`config.mk`:
```
export PLATFORM = sky130hd
export DESIGN_NAME = three_level_weighted_run_queue_flat
export DESIGN_NICKNAME = d
export VERILOG_FILES = /design/src/hw/rtl/twrq_pkg.sv /design/src/hw/rtl/twrq_item_if.sv /design/src/hw/rtl/twrq_result_if.sv /design/src/hw/rtl/twrq_cfg_if.sv /design/src/hw/rtl/three_level_weighted_run_queue.sv /design/src/hw/rtl/twrq_fifo.sv /design/src/hw/rtl/twrq_sched.sv /design/src/flat_wrapper.sv
export VERILOG_INCLUDE_DIRS = /design/src /design/src/hw/rtl
export SDC_FILE = /design/constraint.sdc
export NUM_CORES = 2
export LEC_CHECK = 0
export CAP_MARGIN = 25
export CORE_MARGIN = 10
export CORE_UTILIZATION = 40
export DETAILED_ROUTE_END_ITERATION = 10
export DONT_BUFFER_PORTS = 1
export GPL_TIMING_DRIVEN = 0
export PLACE_DENSITY = 0.56
export SYNTH_ARGS = -nofsm -noshare
export SYNTH_HDL_FRONTEND = slang
export SYNTH_SLANG_ARGS = --single-unit
export TNS_END_PERCENT = 1
```
`constraint.sdc`:
```
create_clock -name clk_i -period 4.7 [get_ports clk_i]
set_input_delay 0 -clock clk_i [delete_from_list [all_inputs] [get_ports clk_i]]
set_output_delay 0 -clock clk_i [all_outputs]
set_load 0.05 [all_outputs]
```
`src/hw/rtl/three_level_weighted_run_queue_macros.svh`:
```
// ----------------------------------------------------------------------------
// Assertion macros for the three-level weighted run queue.
// Concurrent checks are compiled out in synthesis.
// ----------------------------------------------------------------------------
`ifndef THREE_LEVEL_WEIGHTED_RUN_QUEUE_MACROS_SVH
`define THREE_LEVEL_WEIGHTED_RUN_QUEUE_MACROS_SVH
`ifndef SYNTHESIS
// Check that is disabled while reset is asserted.
`define TWRQ_ASSERT(name, clk, rst_n, prop) \
  name: assert property (@(posedge clk) disable iff (!rst_n) (prop)) \
    else $error("twrq: check failed");
// Check that must hold at every clock edge, reset included.
`define TWRQ_ASSERT_ALWAYS(name, clk, prop) \
  name: assert property (@(posedge clk) (prop)) \
    else $error("twrq: check failed");
`else
`define TWRQ_ASSERT(name, clk, rst_n, prop)
`define TWRQ_ASSERT_ALWAYS(name, clk, prop)
`endif
`endif

```
`src/hw/rtl/twrq_pkg.sv`:
```
`default_nettype none
// ----------------------------------------------------------------------------
// twrq_pkg
// Shared types and constants of the three-level weighted run queue.
// ----------------------------------------------------------------------------
package twrq_pkg;

  localparam int DEFAULT_QUEUE_DEPTH = 64;
  localparam int DEFAULT_ID_WIDTH    = 16;
  localparam int ADV_WIDTH           = 8;
  localparam int NUM_QUEUES          = 3;
  localparam logic [ADV_WIDTH-1:0] ADVANTAGE_RESET = 8'd8;

  // Queue codes, also used as priority codes of an enqueue.
  typedef enum logic [1:0] {
    QUEUE_LOW    = 2'd0,
    QUEUE_NORMAL = 2'd1,
    QUEUE_HIGH   = 2'd2
  } queue_e;

  typedef enum logic [1:0] {
    STATUS_OK    = 2'd0,
    STATUS_FULL  = 2'd1,
    STATUS_EMPTY = 2'd2
  } status_e;

  typedef enum logic {
    ACTION_ENQUEUE = 1'b0,
    ACTION_SELECT  = 1'b1
  } action_e;

  // Per-transaction control from the scheduler to the queues and result stage.
  typedef struct packed {
    logic [NUM_QUEUES-1:0] push;
    logic [NUM_QUEUES-1:0] pop;
    logic                  grant;
    status_e               status;
    queue_e                queue;
  } sched_ctl_t;

endpackage
`default_nettype wire

```
`src/hw/rtl/twrq_item_if.sv`:
```
`default_nettype none
// ----------------------------------------------------------------------------
// twrq_item_if
// Request channel: enqueue a task id or select the next task.
// ----------------------------------------------------------------------------
interface twrq_item_if #(
  parameter int ID_WIDTH = 16
);
  logic                valid;
  logic                ready;
  logic                action;
  logic [1:0]          priority_req;
  logic [ID_WIDTH-1:0] task_id;

  modport source (output valid, action, priority_req, task_id, input ready);
  modport sink   (input valid, action, priority_req, task_id, output ready);
endinterface
`default_nettype wire

```
`src/hw/rtl/twrq_result_if.sv`:
```
`default_nettype none
// ----------------------------------------------------------------------------
// twrq_result_if
// Result channel: status and granted task of each request.
// ----------------------------------------------------------------------------
interface twrq_result_if #(
  parameter int ID_WIDTH = 16
);
  logic                valid;
  logic                ready;
  logic [1:0]          status;
  logic [ID_WIDTH-1:0] granted_id;
  logic [1:0]          granted_queue;

  modport source (output valid, status, granted_id, granted_queue, input ready);
  modport sink   (input valid, status, granted_id, granted_queue, output ready);
endinterface
`default_nettype wire

```
`src/hw/rtl/twrq_cfg_if.sv`:
```
`default_nettype none
// ----------------------------------------------------------------------------
// twrq_cfg_if
// Configuration write channel for the advantage limit.
// ----------------------------------------------------------------------------
interface twrq_cfg_if;
  logic       valid;
  logic       ready;
  logic [7:0] advantage_limit;

  modport source (output valid, advantage_limit, input ready);
  modport sink   (input valid, advantage_limit, output ready);
endinterface
`default_nettype wire

```
`src/hw/rtl/three_level_weighted_run_queue.sv`:
```
// Path: an accepted request waits in the input register and then goes to the
// result register once that register is empty or its result is taken.
// Throughput: one request per cycle while results are taken, set by the
// single-pass decision and the one-write, one-read port of each queue memory.
// Reset: queues empty, advantage counter zero, limit 8; no clearing pass.
`default_nettype none
`include "three_level_weighted_run_queue_macros.svh"
// ----------------------------------------------------------------------------
// three_level_weighted_run_queue
// Three FIFO run queues of task ids with strict high and weighted normal/low.
// ----------------------------------------------------------------------------
module three_level_weighted_run_queue
  import twrq_pkg::*;
#(
  parameter int QUEUE_DEPTH = DEFAULT_QUEUE_DEPTH,
  parameter int ID_WIDTH    = DEFAULT_ID_WIDTH
) (
  input  logic   clk_i,
  input  logic   rst_ni,
  twrq_item_if.sink     item_i,
  twrq_result_if.source result_o,
  twrq_cfg_if.sink      cfg_i
);
  logic [ADV_WIDTH-1:0] limit_q;

  logic                 in_valid_q;
  logic                 action_q;
  logic [1:0]           priority_q;
  logic [ID_WIDTH-1:0]  id_q;

  logic                 out_valid_q;
  logic                 grant_q;
  status_e              status_q;
  queue_e               queue_q;

  logic                 advance, fire;
  sched_ctl_t           ctl;
  logic [NUM_QUEUES-1:0] empty, full;
  logic [ID_WIDTH-1:0]  rdata [NUM_QUEUES];

  // Configuration register, always writable.
  assign cfg_i.ready = 1'b1;

  always_ff @(posedge clk_i or negedge rst_ni) begin
    if (!rst_ni) begin
      limit_q <= ADVANTAGE_RESET;
    end else if (cfg_i.valid) begin
      limit_q <= cfg_i.advantage_limit;
    end
  end

  // Pipeline control: the result register frees up when empty or taken.
  assign advance      = !out_valid_q || result_o.ready;
  assign fire         = in_valid_q && advance;
  assign item_i.ready = !in_valid_q || advance;

  always_ff @(posedge clk_i or negedge rst_ni) begin
    if (!rst_ni) begin
      in_valid_q  <= 1'b0;
      out_valid_q <= 1'b0;
    end else begin
      if (item_i.valid && item_i.ready) begin
        in_valid_q <= 1'b1;
      end else if (fire) begin
        in_valid_q <= 1'b0;
      end
      if (advance) begin
        out_valid_q <= in_valid_q;
      end
    end
  end

  // Input register payload.
  always_ff @(posedge clk_i) begin
    if (item_i.valid && item_i.ready) begin
      action_q   <= item_i.action;
      priority_q <= item_i.priority_req;
      id_q       <= item_i.task_id;
    end
  end

  // Scheduling decision for the held transaction.
  twrq_sched u_sched (
    .clk_i          (clk_i),
    .rst_ni         (rst_ni),
    .fire_i         (fire),
    .action_i       (action_q),
    .priority_req_i (priority_q),
    .empty_i        (empty),
    .full_i         (full),
    .limit_i        (limit_q),
    .ctl_o          (ctl)
  );

  // One run queue per priority level, indexed by queue code.
  for (genvar g = 0; g < NUM_QUEUES; g++) begin : g_queue
    twrq_fifo #(
      .DEPTH (QUEUE_DEPTH),
      .WIDTH (ID_WIDTH)
    ) u_fifo (
      .clk_i   (clk_i),
      .rst_ni  (rst_ni),
      .push_i  (ctl.push[g]),
      .pop_i   (ctl.pop[g]),
      .wdata_i (id_q),
      .rdata_o (rdata[g]),
      .empty_o (empty[g]),
      .full_o  (full[g])
    );
  end

  // Result register; the granted id sits in the popped queue's read register.
  always_ff @(posedge clk_i) begin
    if (fire) begin
      grant_q  <= ctl.grant;
      status_q <= ctl.status;
      queue_q  <= ctl.queue;
    end
  end

  // Result channel outputs.
  always_comb begin
    result_o.valid         = out_valid_q;
    result_o.status        = status_q;
    result_o.granted_queue = queue_q;
    result_o.granted_id    = '0;
    if (grant_q) begin
      case (queue_q)
        QUEUE_HIGH:   result_o.granted_id = rdata[QUEUE_HIGH];
        QUEUE_NORMAL: result_o.granted_id = rdata[QUEUE_NORMAL];
        default:      result_o.granted_id = rdata[QUEUE_LOW];
      endcase
    end
  end

  // At most one queue is written or read per transaction.
  `TWRQ_ASSERT_ALWAYS(a_one_pop, clk_i, $onehot0(ctl.pop) && $onehot0(ctl.push))
  // A pop never hits an empty queue.
  `TWRQ_ASSERT(a_no_underflow, clk_i, rst_ni, (ctl.pop & empty) == '0)
  // A push never hits a full queue.
  `TWRQ_ASSERT(a_no_overflow, clk_i, rst_ni, (ctl.push & full) == '0)
  // A granted result always reports success.
  `TWRQ_ASSERT(a_grant_ok, clk_i, rst_ni, (out_valid_q && grant_q) |-> (status_q == STATUS_OK))

endmodule
`default_nettype wire

```
`src/hw/rtl/twrq_fifo.sv`:
```
`default_nettype none
// ----------------------------------------------------------------------------
// twrq_fifo
// One run queue: circular id memory with head, tail and fill count.
// ----------------------------------------------------------------------------
module twrq_fifo
  import twrq_pkg::*;
#(
  parameter int DEPTH = DEFAULT_QUEUE_DEPTH,
  parameter int WIDTH = DEFAULT_ID_WIDTH
) (
  input  logic             clk_i,
  input  logic             rst_ni,
  input  logic             push_i,
  input  logic             pop_i,
  input  logic [WIDTH-1:0] wdata_i,
  output logic [WIDTH-1:0] rdata_o,
  output logic             empty_o,
  output logic             full_o
);
  localparam int PTR_W = $clog2(DEPTH);
  localparam int CNT_W = $clog2(DEPTH + 1);
  localparam logic [PTR_W-1:0] LAST_PTR = PTR_W'(DEPTH - 1);
  localparam logic [CNT_W-1:0] FULL_CNT = CNT_W'(DEPTH);

  logic [WIDTH-1:0] mem [DEPTH];
  logic [WIDTH-1:0] rdata_q;
  logic [PTR_W-1:0] head_q, head_d, tail_q, tail_d;
  logic [CNT_W-1:0] count_q, count_d;

  assign empty_o = (count_q == '0);
  assign full_o  = (count_q == FULL_CNT);
  assign rdata_o = rdata_q;

  // Pointer and count update, with wrap at the last entry.
  always_comb begin
    head_d  = head_q;
    tail_d  = tail_q;
    count_d = count_q;
    if (push_i) begin
      tail_d  = (tail_q == LAST_PTR) ? '0 : tail_q + 1'b1;
      count_d = count_d + 1'b1;
    end
    if (pop_i) begin
      head_d  = (head_q == LAST_PTR) ? '0 : head_q + 1'b1;
      count_d = count_d - 1'b1;
    end
  end

  always_ff @(posedge clk_i or negedge rst_ni) begin
    if (!rst_ni) begin
      head_q  <= '0;
      tail_q  <= '0;
      count_q <= '0;
    end else begin
      head_q  <= head_d;
      tail_q  <= tail_d;
      count_q <= count_d;
    end
  end

  // Id storage; the head entry is read into a register on a pop and held.
  always_ff @(posedge clk_i) begin
    if (push_i) begin
      mem[tail_q] <= wdata_i;
    end
    if (pop_i) begin
      rdata_q <= mem[head_q];
    end
  end

endmodule
`default_nettype wire

```
`src/hw/rtl/twrq_sched.sv`:
```
`default_nettype none
// ----------------------------------------------------------------------------
// twrq_sched
// Strict high priority plus weighted normal/low choice, with advantage counter.
// ----------------------------------------------------------------------------
module twrq_sched
  import twrq_pkg::*;
(
  input  logic                  clk_i,
  input  logic                  rst_ni,
  input  logic                  fire_i,
  input  logic                  action_i,
  input  logic [1:0]            priority_req_i,
  input  logic [NUM_QUEUES-1:0] empty_i,
  input  logic [NUM_QUEUES-1:0] full_i,
  input  logic [ADV_WIDTH-1:0]  limit_i,
  output sched_ctl_t            ctl_o
);
  logic [ADV_WIDTH-1:0] counter_q, counter_d;
  queue_e               target;
  queue_e               first_q, second_q;
  logic                 prefer_normal;

  // Enqueue target; any code other than normal or high means low.
  always_comb begin
    if (priority_req_i == QUEUE_NORMAL) begin
      target = QUEUE_NORMAL;
    end else if (priority_req_i == QUEUE_HIGH) begin
      target = QUEUE_HIGH;
    end else begin
      target = QUEUE_LOW;
    end
  end

  assign prefer_normal = (counter_q < limit_i);
  assign first_q       = prefer_normal ? QUEUE_NORMAL : QUEUE_LOW;
  assign second_q      = prefer_normal ? QUEUE_LOW : QUEUE_NORMAL;

  // Decision for the transaction held in the input register.
  always_comb begin
    ctl_o        = '0;
    ctl_o.status = STATUS_OK;
    ctl_o.queue  = QUEUE_LOW;
    counter_d    = counter_q;
    if (action_i == ACTION_ENQUEUE) begin
      if (full_i[target]) begin
        ctl_o.status = STATUS_FULL;
      end else begin
        ctl_o.push[target] = fire_i;
      end
    end else if (!empty_i[QUEUE_HIGH]) begin
      ctl_o.pop[QUEUE_HIGH] = fire_i;
      ctl_o.grant           = 1'b1;
      ctl_o.queue           = QUEUE_HIGH;
    end else begin
      if (fire_i) begin
        counter_d = prefer_normal ? counter_q + 1'b1 : '0;
      end
      if (!empty_i[first_q]) begin
        ctl_o.pop[first_q] = fire_i;
        ctl_o.grant        = 1'b1;
        ctl_o.queue        = first_q;
      end else if (!empty_i[second_q]) begin
        ctl_o.pop[second_q] = fire_i;
        ctl_o.grant         = 1'b1;
        ctl_o.queue         = second_q;
      end else begin
        ctl_o.status = STATUS_EMPTY;
      end
    end
  end

  always_ff @(posedge clk_i or negedge rst_ni) begin
    if (!rst_ni) begin
      counter_q <= '0;
    end else begin
      counter_q <= counter_d;
    end
  end

endmodule
`default_nettype wire
```
`src/flat_wrapper.sv`:
```
// flat-port wrapper written by rule: the top's interface ports become plain ports
module three_level_weighted_run_queue_flat import twrq_pkg::*;
#(
  parameter int QUEUE_DEPTH = DEFAULT_QUEUE_DEPTH,
  parameter int ID_WIDTH    = DEFAULT_ID_WIDTH
)
  (clk_i, rst_ni, item_i_valid, item_i_action, item_i_priority_req, item_i_task_id, item_i_ready, result_o_valid, result_o_status, result_o_granted_id, result_o_granted_queue, result_o_ready, cfg_i_valid, cfg_i_advantage_limit, cfg_i_ready);
  twrq_item_if #(.ID_WIDTH(ID_WIDTH)) item_i_i ();
  twrq_result_if #(.ID_WIDTH(ID_WIDTH)) result_o_i ();
  twrq_cfg_if cfg_i_i ();
  input  logic clk_i;
  input  logic rst_ni;
  input wire logic [$bits(item_i_i.valid)-1:0] item_i_valid;
  input wire logic [$bits(item_i_i.action)-1:0] item_i_action;
  input wire logic [$bits(item_i_i.priority_req)-1:0] item_i_priority_req;
  input wire logic [$bits(item_i_i.task_id)-1:0] item_i_task_id;
  output wire logic [$bits(item_i_i.ready)-1:0] item_i_ready;
  output wire logic [$bits(result_o_i.valid)-1:0] result_o_valid;
  output wire logic [$bits(result_o_i.status)-1:0] result_o_status;
  output wire logic [$bits(result_o_i.granted_id)-1:0] result_o_granted_id;
  output wire logic [$bits(result_o_i.granted_queue)-1:0] result_o_granted_queue;
  input wire logic [$bits(result_o_i.ready)-1:0] result_o_ready;
  input wire logic [$bits(cfg_i_i.valid)-1:0] cfg_i_valid;
  input wire logic [$bits(cfg_i_i.advantage_limit)-1:0] cfg_i_advantage_limit;
  output wire logic [$bits(cfg_i_i.ready)-1:0] cfg_i_ready;
  assign item_i_i.valid = item_i_valid;
  assign item_i_i.action = item_i_action;
  assign item_i_i.priority_req = item_i_priority_req;
  assign item_i_i.task_id = item_i_task_id;
  assign item_i_ready = item_i_i.ready;
  assign result_o_valid = result_o_i.valid;
  assign result_o_status = result_o_i.status;
  assign result_o_granted_id = result_o_i.granted_id;
  assign result_o_granted_queue = result_o_i.granted_queue;
  assign result_o_i.ready = result_o_ready;
  assign cfg_i_i.valid = cfg_i_valid;
  assign cfg_i_i.advantage_limit = cfg_i_advantage_limit;
  assign cfg_i_ready = cfg_i_i.ready;
  three_level_weighted_run_queue #(.QUEUE_DEPTH(QUEUE_DEPTH), .ID_WIDTH(ID_WIDTH)) u_core (.clk_i(clk_i), .rst_ni(rst_ni), .item_i(item_i_i), .result_o(result_o_i), .cfg_i(cfg_i_i));
endmodule
```
Yosys cells after proc, flatten, opt, wreduce, memory -nomap -nowiden

Memories as Yosys holds them, arrays and structs flattened. A register that Yosys moved wholly into a read port is not among the register bits.
Index checks and enable logic that the tools add are counted.

Add/subtract/negate cells: 13
$lt $le $gt $ge: 7
Equal/unequal tests: 13
Muxes and demuxes: 55
Bitwise gates (word level): 3
Reductions and logical operators: 15

Operators with widths:

| cell                | count |
|---|---|
| $mux 7              | 6 |
| $add 6x1->6 const B | 6 |
| $eq 6x6->1 const B  | 6 |
| $mux 6              | 6 |
| $pmux 16 s2         | 1 |
| $add 7x1->7 const B | 3 |
| $eq 7x7->1 const B  | 3 |
| $logic_not 7->1     | 3 |
| $mux 1              | 21 |
| $sub 7x1->7 const B | 3 |
| $mux 16             | 1 |
| $mux 2              | 8 |
| $mux 4              | 3 |
| $and 3x3->3         | 3 |
| $add 8x1->8 const B | 1 |
| $lt 8x8->1          | 1 |
| $mux 8              | 1 |
| $bmux 1 s2          | 3 |
| $demux 1 s2         | 3 |
| $lt 1x3->1 const B  | 2 |
| $mux 3              | 2 |
| $logic_and 1x1->1   | 5 |
| $eq 2x1->1 const B  | 2 |
| $eq 2x2->1 const B  | 2 |
| 8 further kinds     | 11 |

Bits in registers: 99
RAM bits: 3072
Output and inout bits: 23
Logic and storage cells: 129
Memories kept: 3

Memory list:

| memory                       | depth | width | rd ports | clocked after memory_dff | write ports | RTL line        | text |
|---|---|---|---|---|---|---|---|
| u_core.g_queue[0].u_fifo.mem | 64    | 16    | 1        | 1                        | 1           | twrq_fifo.sv:26 | `logic [WIDTH-1:0] mem [DEPTH];` |
| u_core.g_queue[1].u_fifo.mem | 64    | 16    | 1        | 1                        | 1           | twrq_fifo.sv:26 |  |
| u_core.g_queue[2].u_fifo.mem | 64    | 16    | 1        | 1                        | 1           | twrq_fifo.sv:26 |  |

Logic depth before layout (Yosys ltp)

Word-level depth: 13
Mapped depth: 13
Gate-level depth less buffers: 12

Hierarchy

From an unflattened synthesis, not the netlist that was laid out.

Cell total of the unflattened synthesis: 5960
Area total of the unflattened synthesis: 125447.8 µm²

By module, submodules not included:

| module                         | times used | cells each | area each (µm²) | seq. area each (µm²) |
|---|---|---|---|---|
| twrq_fifo                      | 3          | 1916       | 41014.3         | 31705.4 |
| three_level_weighted_run_queue | 1          | 111        | 1584.0          | 972.2 |
| twrq_sched                     | 1          | 101        | 820.8           | 200.2 |

Least setup slack after synthesis

OpenSTA, ideal clock, no wires.

Path kind: register to register
Start point: register u_core.g_queue[2].u_fifo.count_q[0]
End point: memory u_core.g_queue[0].u_fifo.mem[51][0] (netlist bit) (enable)
Arrival: 3.397 ns
Data required time: 4.270 ns
Path slack: 0.873 ns
Stages on the path, launching flop included: 10
Path buffers: 2
Period minus slack after synthesis: 3.827 ns
Cell sequence: dfrtp_1 inv_1 ha_1 or3b_1 or3_1 nand2_1 o32a_1 buf_2 buf_2 nor4_1

Cells in the longest elaborated chain, start to end: 7

Ends and longest elaborated chain:

| item                         | RTL line         | text |
|---|---|---|
| start: declaration           | twrq_fifo.sv:29  | `logic [CNT_W-1:0] count_q, count_d;` |
| start signal: assignment     | twrq_fifo.sv:58  | `count_q <= count_d;` |
| $eq 7x7->1                   | twrq_fifo.sv:32  | `assign full_o = (count_q == FULL_CNT);` |
| $bmux 1 s2                   | twrq_sched.sv:46 | `if (full_i[target]) begin` |
| $mux 1 (implied by the code) | twrq_sched.sv:46 |  |
| $mux 3                       | twrq_sched.sv:46 |  |
| $mux 3                       | twrq_sched.sv:45 | `if (action_i == ACTION_ENQUEUE) begin` |
| $mux 1                       | twrq_fifo.sv:64  | `if (push_i) begin` |
| $mux 1 (implied by the code) | twrq_fifo.sv:65  | `mem[tail_q] <= wdata_i;` |
| end: declaration             | twrq_fifo.sv:26  |  |

No other way between the ends. The select of a mux whose other input is x is not followed.

Worst setup path in the final report

Start point: register u_core.out_valid_q (netlist: u_core.result_o.valid)
End point: memory u_core.g_queue[2].u_fifo.mem[5][4] (netlist bit) (enable)

Cells in the longest elaborated chain, start to end: 8

Ends and longest elaborated chain:

| item                         | RTL line                             | text |
|---|---|---|
| start: declaration           | three_level_weighted_run_queue.sv:31 | `logic out_valid_q;` |
| start signal: assignment     | three_level_weighted_run_queue.sv:68 | `out_valid_q <= in_valid_q;` |
| $logic_not 1->1              | three_level_weighted_run_queue.sv:53 | `assign advance = !out_valid_q \|\| result_o.ready;` |
| $logic_or 1x1->1             | three_level_weighted_run_queue.sv:53 |  |
| $logic_and 1x1->1            | three_level_weighted_run_queue.sv:54 | `assign fire = in_valid_q && advance;` |
| $and 3x3->3 (no line)        | --                                   |  |
| $mux 3                       | twrq_sched.sv:46                     |  |
| $mux 3                       | twrq_sched.sv:45                     |  |
| $mux 1                       | twrq_fifo.sv:64                      |  |
| $mux 1 (implied by the code) | twrq_fifo.sv:65                      |  |
| end: declaration             | twrq_fifo.sv:26                      |  |

No other way between the ends.

==> results.md <==
* PnR worst setup slack at 102 ps
* Maximum number of pins on one net before global-route repair at 76
* Rows at 204
* Util after Layout at 48.1%
* Leakage at around 0.046 uW
* Vias/cell at approximately 5.6
* Nets at 6055
* CP max FO at 10
* 1st-iter DRT viols at 6492
* Clock Tree Root: clkbuf_16
* Avg Cell Area, Syn at ~24 um2
* Status: completed
* Fin. Hold Viols at 0
* Syn_nets at approximately 5300
* Fmax at around 220 MHz
* Max-slew headroom at 20.6%
* Reg2reg path depth at 7
* Critical Path Sink: u_core.g_queue[2].u_fifo.mem[5][4]
* Clock sink total at 3219
* CP Data Required Time at roughly 5300 ps
* Clock tree buffer depth at 4
* Antenna violations before repair at 15
* Post-Synthesis Cells at 5228
* Crit path from: u_core.result_o.valid
* Post-DP HPWL at 221000 um
* GPL Wtd Cong at 0.851
* Drt first pass iters at 5
* IO buf count at 0
* Cells along the critical path: nand2b_2 -> nand3_1 -> nor2_1 -> buf_2 -> nand4b_1 -> nor2_2 -> buf_8
* Vias in the first global route at 59600
* Die footprint at ~330000 um2
* Skew final at 82.1 ps
* Library cells used by synthesis at just over 60
* Setup violators final at 0
* Top cell family by delay on the critical path: simple AND/OR/NAND/NOR gates
* Die X at 577 um
* Number of max-cap violations at 0
* R2r setup slk at 100 ps
* Inserted Clock Buffers at around 340
* Clock transition at path regs at 60 ps
* Async set or reset register ratio after synthesis at about 2.3%
* Initial cell density of the core at 40.2%
* DIE HEIGHT at 577 um
* Grt ovf at 0
* Ports at 55
* WP depth at 7
* Worst-Margin Slew at 1180 ps
* Tmin final at approximately 4600 ps
* Register area share after synthesis at between 70 and 80%
* Final wirelength at 314000 um
* Synth warnings at 0
* First-pass GRT wire length at 449000 um
* Crit Path Class: flip-flop to flip-flop
* Worst Path Buf+Inv at 2
* Overall Global Routing Usage at between 10% and 20%
* ANT nets after route at 0
* Pwr/cell area at 490 nW/um2
* Startpoint types: flip-flop
* Reg-to-reg endpoint: u_core.g_queue[2].u_fifo.mem[5][4]
* Max VDD drop at 0.000347 V
* EDFF count, synth at between 3000 and 4000
* RSZ-0062 raised after global routing: no
* Worst path max stage delay at 850 ps
* DR vias at 58100
* Final Max Slew Viols at 0
* Worst hold-check path type: input pin to flip-flop
* WP data arrival at around 5200 ps
* Per-cell routed wire length at 30.2 um
* Drc violations at 0
* Post-synth top flop: edfxtp_1
* Pre-CTS worst setup slack at -351 ps
* CTS H-Tree Depth at 5
* Worst r2r src: u_core.result_o.valid
* CTS tree: built
* Final worst path period share at 97.8%
* Slowest CP cell: nand4b_1
* Register bit total from synthesis at 3219
* Area delta synth->final at 19.7%
* Core area at ~310000 um2
* Worst-Skew Late Latency at 920 ps
* Share of layout cells above drive strength 1 at 34.3%
* Setup crit end kind: flip-flop
* Post-Syn Area at 124000 um2
## layout make-up
cell class	count	area, um2
Fill cell	24700	160000
Clock buffer	441	9160
Multi-Input combinational cell	1690	27100
Clock inverter	185	1910
Tap cell	4120	5150
Antenna cell	7	17.5
Inverter	24	90.1
Timing Repair Buffer	425	7680
Buffer	295	1300
Sequential cell	3219	96300
## how the worst min path moves through the flow
stage | from | end | slack (ps) | cells past startpoint
global route | result_o_ready | u_core.result_o.valid | 120 | 3
floorplan | rst_ni | u_core.g_queue[0].u_fifo.count_q[0] | -300 | 0
CTS | result_o_ready | u_core.result_o.valid | 70 | 3
finish | result_o_ready | u_core.result_o.valid | 150 | 3
global placement | rst_ni | u_core.u_sched.counter_q[0] | -290 | 0
detailed placement | rst_ni | u_core.limit_q[2] | -290 | 0
## repair_timing
item                                    CTS  global route
hold buffers                             64             0
resized for setup                         5             0
endpoints found under the setup margin  179             0
endpoints found under the hold margin   129             0
setup buffers                             4             0
## power by group
part	internal [uW]	switching [uW]
sequential	31900	231
clock	15500	11100
combinational	6370	7820
total	53700	19200
## logic make-up (layout without fill, tap and decap cells)
group | Yosys count | after routing | synth area share, %
mux | 1021 | 1021 | 18.4
xor+xnor | 45 | 45 | 0.317
buf+inv | 319 | 1370 | 1.12
simple gates | 474 | 474 | 1.81
fa+ha+maj | 27 | 27 | 0.272
compound gates | 122 | 122 | 0.624
other cells | 1 | 8 | 0.00302
flops | 3219 | 3219 | 77.5
## cell usage after synthesis (all sizes together), types with 21 or more instances
cell type	instances	area [um2]
and2	21	131
buf	142	727
clkbuf	153	576
dfrtp	74	1850
edfxtp	3144	94400
ha	27	338
inv	24	90.1
mux4	1008	22700
nand2	89	334
nand3	29	145
nor2	216	811
o21ai	52	260
xnor2	34	298
## worst reg2reg max path: stages (launching register included)
cell and delay [ps]:
dfrtp_1 580, nand2b_2 420, nand3_1 410, nor2_1 570
buf_2 410, nand4b_1 860, nor2_2 850, buf_8 230
## state kept, by name, summed over array words and instances (netlist names), 8 cells and up
signal and count:
u_core.g_queue.u_fifo.count_q 21, u_core.g_queue.u_fifo.head_q 18, u_core.g_queue.u_fifo.mem 3072, u_core.g_queue.u_fifo.rdata_o 48, u_core.g_queue.u_fifo.tail_q 18, u_core.id_q 16
u_core.limit_q 8, u_core.u_sched.counter_q 8
## metal layers
metal	global-route usage, %	part of all wire (%)	up-vias
li1	-	-	24000
met1	26.1	41	31500
met2	30.0	48	2042
met3	2.91	6.2	496
met4	6.21	3.9	2
met5	0	0.0025	-
## stage by stage
stage | std cells | setup TNS [ps] | hold WS, ps | cell area [um2] | power [uW]
final | 10400 | 0 | 148 | 149000 | 72900
after global routing | 10400 | 0 | 118 | 149000 | 75300
after floorplan | 5228 | 0 | -296 | 124000 | 41400
after CTS | 10400 | 0 | 71.8 | 149000 | 73700
after detailed placement | 9695 | -14930 | -288 | 137000 | 47000
after global placement | 9348 | -7611620 | -288 | 129000 | 46500
## cells in the final DEF (no fill, tap or decap), types with 59 or more instances in the layout
master,instances
dfrtp_1,74
buf_16,143
clkinv_1,66
mux4_2,1008
buf_2,59
nand2_1,89
buf_8,182
clkbuf_16,349
nor2_2,180
clkbuf_1,236
edfxtp_1,3144
dlygate4sd3_1,62
(Power assumes the default switching activity.)
